===== src/sv/mps_pkg.sv =====
// Shared types and codes for the multilevel process scheduler.
// Used by the controller, the datapath and the top level.
package mps_pkg;

  typedef enum logic [2:0] {
    OP_CREATE   = 3'd0,
    OP_SETSTATE = 3'd1,
    OP_CHGQUEUE = 3'd2,
    OP_SETW     = 3'd3,
    OP_AGE      = 3'd4,
    OP_DISPATCH = 3'd5,
    OP_RSVD6    = 3'd6,
    OP_RSVD7    = 3'd7
  } op_t;

  typedef enum logic [2:0] {
    STS_OK       = 3'd0,
    STS_NOTFOUND = 3'd1,
    STS_FULL     = 3'd2,
    STS_BADQUEUE = 3'd3,
    STS_NONE     = 3'd4
  } status_t;

  localparam logic [1:0] ST_FREE  = 2'd0;
  localparam logic [1:0] ST_RUN   = 2'd2;
  localparam logic [1:0] ST_NOOP  = 2'd3;

  localparam logic [1:0] Q_UNSET = 2'd0;
  localparam logic [1:0] Q_RR    = 2'd1;
  localparam logic [1:0] Q_LCFS  = 2'd2;
  localparam logic [1:0] Q_BJF   = 2'd3;

  localparam int RANK_W = 56;
  localparam logic [31:0] MAX_AGE_RESET = 32'd8000;

  typedef enum logic [2:0] {
    MODE_NONE,
    MODE_FREE,
    MODE_PID,
    MODE_RR,
    MODE_LCFS,
    MODE_BJF,
    MODE_AGE,
    MODE_WALL
  } mode_t;

  typedef struct packed {
    logic  latch;
    logic  clear;
    logic  issue;
    logic  rd;
    logic  wr;
    logic  load_out;
    mode_t mode;
  } cmd_t;

  typedef struct packed {
    logic       found;
    op_t        op;
    logic [1:0] nq;
    logic       all;
    logic       out_busy;
  } sts_t;

endpackage


===== src/sv/mps_ctrl.sv =====
// Sequencer for the scheduler: decode, table scans, read, write, result.
// Depends on mps_pkg; drives the datapath through cmd_t.
module mps_ctrl import mps_pkg::*; #(
  parameter int TABLE_ENTRIES = 64
) (
  input  logic                             clk,
  input  logic                             rst,
  input  logic                             in_valid,
  output logic                             in_ready,
  input  sts_t                             sts,
  output cmd_t                             cmd,
  output logic [$clog2(TABLE_ENTRIES)-1:0] cnt
);

  localparam int IW = $clog2(TABLE_ENTRIES);

  typedef enum logic [2:0] {
    S_IDLE, S_DECODE, S_SCAN, S_DRAIN, S_READ, S_WRITE, S_DONE
  } state_t;

  state_t     state;
  mode_t      mode;
  logic [1:0] drain;
  logic       next_phase;

  assign next_phase = (mode == MODE_RR || mode == MODE_LCFS) && !sts.found;
  assign in_ready   = (state == S_IDLE);

  always_comb begin
    cmd.latch    = in_valid && (state == S_IDLE);
    cmd.clear    = (state == S_DECODE) || (state == S_DRAIN && drain == 2'd3 && next_phase);
    cmd.issue    = (state == S_SCAN);
    cmd.rd       = (state == S_READ);
    cmd.wr       = (state == S_WRITE);
    cmd.load_out = (state == S_DONE) && !sts.out_busy;
    cmd.mode     = mode;
  end

  always_ff @(posedge clk) begin
    if (rst) begin
      state <= S_IDLE;
      mode  <= MODE_NONE;
      cnt   <= '0;
      drain <= '0;
    end else begin
      case (state)
        S_IDLE: begin
          if (in_valid) state <= S_DECODE;
        end
        S_DECODE: begin
          cnt <= '0;
          case (sts.op)
            OP_CREATE: begin
              mode  <= MODE_FREE;
              state <= S_SCAN;
            end
            OP_SETSTATE: begin
              mode  <= MODE_PID;
              state <= S_SCAN;
            end
            OP_CHGQUEUE: begin
              mode  <= (sts.nq == Q_UNSET) ? MODE_NONE : MODE_PID;
              state <= (sts.nq == Q_UNSET) ? S_READ : S_SCAN;
            end
            OP_SETW: begin
              mode  <= sts.all ? MODE_WALL : MODE_PID;
              state <= S_SCAN;
            end
            OP_AGE: begin
              mode  <= MODE_AGE;
              state <= S_SCAN;
            end
            OP_DISPATCH: begin
              mode  <= MODE_RR;
              state <= S_SCAN;
            end
            default: begin
              mode  <= MODE_NONE;
              state <= S_READ;
            end
          endcase
        end
        S_SCAN: begin
          cnt <= cnt + 1'b1;
          if (cnt == IW'(TABLE_ENTRIES - 1)) begin
            drain <= '0;
            state <= S_DRAIN;
          end
        end
        S_DRAIN: begin
          drain <= drain + 1'b1;
          if (drain == 2'd3) begin
            if (next_phase) begin
              mode  <= (mode == MODE_RR) ? MODE_LCFS : MODE_BJF;
              cnt   <= '0;
              state <= S_SCAN;
            end else begin
              state <= S_READ;
            end
          end
        end
        S_READ:  state <= S_WRITE;
        S_WRITE: state <= S_DONE;
        S_DONE: begin
          if (!sts.out_busy) state <= S_IDLE;
        end
        default: state <= S_IDLE;
      endcase
    end
  end

endmodule


===== config.mk =====
export PLATFORM = sky130hd
export DESIGN_NAME = mps_ctrl
export DESIGN_NICKNAME = d
export VERILOG_FILES = /design/src/sv/mps_pkg.sv /design/src/sv/mps_ctrl.sv
export SDC_FILE = /design/constraint.sdc
export NUM_CORES = 1
export LEC_CHECK = 0
export BUFFER_PORTS_ARGS = -buffer_cell sky130_fd_sc_hd__buf_2
export CORE_ASPECT_RATIO = 2
export CORE_MARGIN = 5
export CORE_UTILIZATION = 35
export DETAILED_ROUTE_END_ITERATION = 12
export GPL_TIMING_DRIVEN = 0
export PLACE_DENSITY_LB_ADDON = 0.2
export SLEW_MARGIN = 20
export SYNTH_ARGS = -nofsm -noshare
export SYNTH_HDL_FRONTEND = slang
export SYNTH_SLANG_ARGS = --single-unit

===== constraint.sdc =====
create_clock -name clk -period 1.4 [get_ports clk]
set_input_delay 0.07 -clock clk [delete_from_list [all_inputs] [get_ports clk]]
set_output_delay 0.07 -clock clk [all_outputs]
set_load 0.03 [all_outputs]

## Word level (Yosys, flattened, before mapping)

Cells that the tools add are included.

| storage, ports and cells | value |
|---|---|
| flip-flop bits (word level) | 14 |
| word-level logic and storage cells | 66 |
| bits of input ports | 11 |
| output and inout port bits | 16 |

| operators by class | value |
|---|---|
| reductions and logical operators | 20 |
| eq/ne operators | 20 |
| muxes and demuxes | 20 |
| $add $sub $neg | 2 |

Operators with widths:

| operator | number |
|---|---|
| $mux W3 | 9 |
| $pmux W3 S7 | 1 |
| $eq A3 B3 Y1 const B | 6 |
| $pmux W3 S6 | 1 |
| $pmux W6 S3 | 1 |
| $eq A3 B2 Y1 const B | 5 |
| $mux W6 | 2 |
| $pmux W3 S2 | 2 |
| $add A6 B1 Y6 const B | 1 |
| $eq A3 B1 Y1 const B | 2 |
| $eq A6 B6 Y1 const B | 1 |
| $logic_not A3 Y1 | 2 |
| $ne A2 B2 Y1 const B | 3 |
| $reduce_and A3 Y1 | 2 |
| $logic_and A1 B1 Y1 | 5 |
| $reduce_or A5 Y1 | 1 |
| $mux W2 | 2 |
| $ne A2 B1 Y1 const B | 2 |
| $pmux W2 S2 | 1 |
| $reduce_and A4 Y1 | 1 |
| $reduce_bool A2 Y1 | 2 |
| $reduce_bool A3 Y1 | 1 |
| $add A2 B1 Y2 const B | 1 |
| $eq A2 B2 Y1 const B | 1 |
| 5 further kinds | 7 |

## Depth between registers and ports, before layout

| depth | value |
|---|---|
| depth in word-level cells | 6 |
| depth in mapped cells | 5 |
| mapped depth without buffers | 5 |

## Worst setup path before layout

OpenSTA, ideal clock, no wires.

| timing | value |
|---|---|
| path kind | reg2out |
| from | register state[2] |
| to | output port cmd[8] in the netlist's numbering |
| data arrival time | 1.784 ns |
| cell stages (with the launch flop) | 5 |
| slack | -0.454 ns |
| path through | dfxtp_1 buf_2 clkbuf_1 nor3_1 and2_1 |

RTL lines:

| what | RTL line | text |
|---|---|---|
| start, declared | mps_ctrl.sv:21 | `state_t state;` |
| start signal, assigned | mps_ctrl.sv:63 | `state <= (sts.nq == Q_UNSET) ? S_READ : S_SCAN;` |
| end, declared | mps_ctrl.sv:11 | `output cmd_t cmd,` |

## Worst setup path after layout

| timing | value |
|---|---|
| from | register state[2] |
| to | register cnt[5] |

| on the way | value |
|---|---|
| longest elaborated chain between the ends | 3 |

RTL lines:

| what | RTL line | text |
|---|---|---|
| $eq A3 B2 Y1 / $eq A3 B1 Y1 (equally long branches) | mps_ctrl.sv:46 | `case (state)` |
| $ne A2 B1 Y1 (no line), or another cell as far along | - |  |
| $reduce_and A3 Y1 (no line) | - |  |
| end signal, assigned | mps_ctrl.sv:84 | `cnt <= cnt + 1'b1;` |
| end, declared | mps_ctrl.sv:12 | `output logic [$clog2(TABLE_ENTRIES)-1:0] cnt` |

Parallel ways exist; a longest one is shown, timed or not.
A chain may end at the register's enable or synchronous reset.

==> impl_metrics.tcl <==
set metrics [dict create \
    status "complete, but fails checks" \
    violations "setup timing" \
    cts_made_buffers 3 \
    synth.distinct_cells 39 \
    initial_utilization 0.3609 \
    synth_edf_count 0 \
    crit_slowest_cell "or4b_4" \
    drv_slew 0 \
    critPathLaunch "state[2]" \
    nNetsFinal 187 \
    ys_warn_count 0 \
    dp_hpwl_mm 2.219 \
    p_leak_nw 0.6426 \
    num_rows 27 \
    ir_drop_mv 0.5000 \
    r2r-start "state[2]" \
    hp-class "in -> reg" \
    synth-seq-cells 14 \
    grt_first_pass_wirelength_mm 5.112 \
    path_buf_inv 1 \
    grt_setup_unrepaired "yes" \
    p_int_mw 0.8188 \
    drtIter0Drc 21 \
    hold_path.startpoint "rst" \
    final_cell_mix "buf_2, buf_4, buf_6, dfxtp_4" \
    synth_area_per_cell_sq_um 8.128 \
    area_delta_synth_final_pct 62.33 \
    antenna_found_initial 0 \
    num-fill-cells 249 \
    netlist_instances 123 \
    skew_ns 0.003757 \
    first_pass_iters 4 \
    clock_latency_ns 0.25 \
    track_usage 0.1627 \
    vias 1142 \
    yosysSeqAreaShare 0.2804 \
    worstRegToRegCells 4 \
    cts.reportedPaths.clkPinSlew_ns 0.06 \
    setup-tns-final_ns -0.02956 \
    synth_area_sq_um 999.7 \
    max_slew_margin 0.6749 \
    wire_per_inst_microns 15.81 \
    p_sw_mw 0.4168 \
    crit_required_ns 1.58 \
    min_period_ns 1.422 \
    crit_type "reg -> reg" \
    die_y_microns 85.58 \
    final_common_cell "buf_2" \
    ant_nets 0 \
    htreeDepth 1 \
    die-area_sq_um 4090 \
    met1_usage 0.1962 \
    swShare 0.3373 \
    setup-violations-final 2 \
    core_area_sq_um 2770 \
    grt_pass1_vias 1116 \
    synth_flop_cell "dfxtp_1" \
    syn_nets 136 \
    critPathCaptureType "flop" \
    drv_cap 0 \
    cts_tree "yes" \
    wirelength_mm 3.177 \
    critPathMaxFanout 5 \
    io_pins 27 \
    cp.arrival_ns 1.60 \
    root_buffer "clkbuf_8" \
    dieWidth_microns 47.79 \
    clkSinkCount 14 \
    avgViaCountPerCell 5.682 \
    grt_overflow 0 \
    fin_crit_sh 1.016 \
    layout-drive-gt1-share 0.5349 \
    pre_cts_slack_ns -0.1236 \
    critical_path.top_delay_family "simple AND/OR/NAND/NOR gates" \
    setup_slack_ns -0.02209 \
    grt_util_met3 0.02311 \
    seqPwrFrac 0.365 \
    grt_max_degree 11 \
    clkPwrFrac 0.273 \
    power_frac_comb 0.363 \
    finalHoldViolCount 0 \
    clk_path_buf_depth 2 \
    fmax_mhz 703.2 \
    crit_cells 4 \
    drc 0 \
    worstSetupStartpointType "flop" \
    busiest_layer "met2" \
    tightest_slew_ns 0.4876 \
    power.density_nw_per_um2 761.4 \
    portBuffers 26 \
    max_stage_delay_ns 0.55 \
    antenna_cells 0 \
    finalWeightedCongestion 0.7987 \
    whs_path_depth 3 \
    met2_usage 0.2811 \
    synthArstFlopShare 0 \
    crit_path_cell_trace "buf_6 -> or4b_4 -> a21oi_4 -> mux2i_1" \
]
-- flip-flops by register name, indices dropped and copies added, names as in the netlist --
name	flops
state	3
cnt	6
drain	2
mode	3
-- path summary, 6_finish.rpt --
check | end | slack, ns
worst max-delay path | cnt[5] | -0.02
worst min-delay path | state[1] | 0.12
worst max register to register | cnt[5] | -0.02
worst min register to register | cnt[3] | 0.50
-- routing by layer --
layer	vias up	part of all wire
li1	566	-
met4	0	0.020
met5	-	0
met3	6	0.033
met2	27	0.56
met1	543	0.39
-- area by class of cell --
| cell class | count | area, sq um | area share |
|---|---|---|---|
| Multi-Input combinational cell | 100 | 833.3 | 0.5135 |
| Timing Repair Buffer | 47 | 317.8 | 0.1958 |
| Sequential cell | 14 | 315.3 | 0.1943 |
| Buffer | 6 | 71.32 | 0.04395 |
| Clock buffer | 3 | 41.29 | 0.02544 |
| Tap cell | 29 | 36.28 | 0.02236 |
| Inverter | 2 | 7.507 | 0.004626 |
-- logic make-up after synthesis --
kind of cell | Yosys count | share of synthesized area
AND/OR/NAND/NOR | 53 | 0.3430
AO/OA/AOI/OAI | 42 | 0.2841
flip-flops | 14 | 0.2804
buffers and inverters | 9 | 0.03880
multiplexers | 2 | 0.02003
adder cells (fa/ha/maj) | 2 | 0.02503
XOR/XNOR | 1 | 0.008763
-- worst reg2reg max path, cell delays in order, from the launching register on --
cell	delay (ns)
dfxtp_2	0.34
buf_6	0.13
or4b_4	0.55
a21oi_4	0.16
mux2i_1	0.18
-- power groups by stage --
stage          registers (mW)  clock network (mW)  logic, mW
2_1_floorplan           0.481                   0      0.209
3_3_place_gp            0.456                   0      0.322
3_5_place_dp            0.458                   0      0.329
4_1_cts                 0.446               0.334      0.404
5_1_grt                 0.454               0.353      0.481
6_report                0.450               0.337      0.448
-- cell usage after synthesis, types with 4 or more instances --
cell / count / share of area
dfxtp_1: 14 / 0.28
o21ai_0: 10 / 0.050
nand3_1: 8 / 0.040
a21oi_1: 7 / 0.035
nand2_1: 7 / 0.026
a31oi_1: 6 / 0.038
nand2b_1: 6 / 0.038
nor2_1: 6 / 0.023
a21o_1: 5 / 0.038
and2_1: 4 / 0.025
buf_2: 4 / 0.020
-- through the flow --
step | hold WS, ns | cells | instance area (sq um) | power, mW | utilization
3_5_place_dp | 0.3948 | 178 | 1250 | 0.7867 | 0.4512
4_1_cts | 0.1346 | 195 | 1495 | 1.184 | 0.5397
6_report | 0.1214 | 201 | 1623 | 1.236 | 0.5858
2_1_floorplan | 0.1895 | 123 | 1084 | 0.6898 | -
3_3_place_gp | 0.3689 | 178 | 1250 | 0.7780 | 0.4512
5_1_grt | 0.1487 | 201 | 1623 | 1.288 | 0.5858
-- repair_timing --
item,CTS,global route
setup endpoints to repair,18,16
setup buffers,13,7
gates resized for setup,31,23
hold buffers,0,0
pin swaps,10,15
gates cloned,1,0
Power figures use the tool's default switching activity.
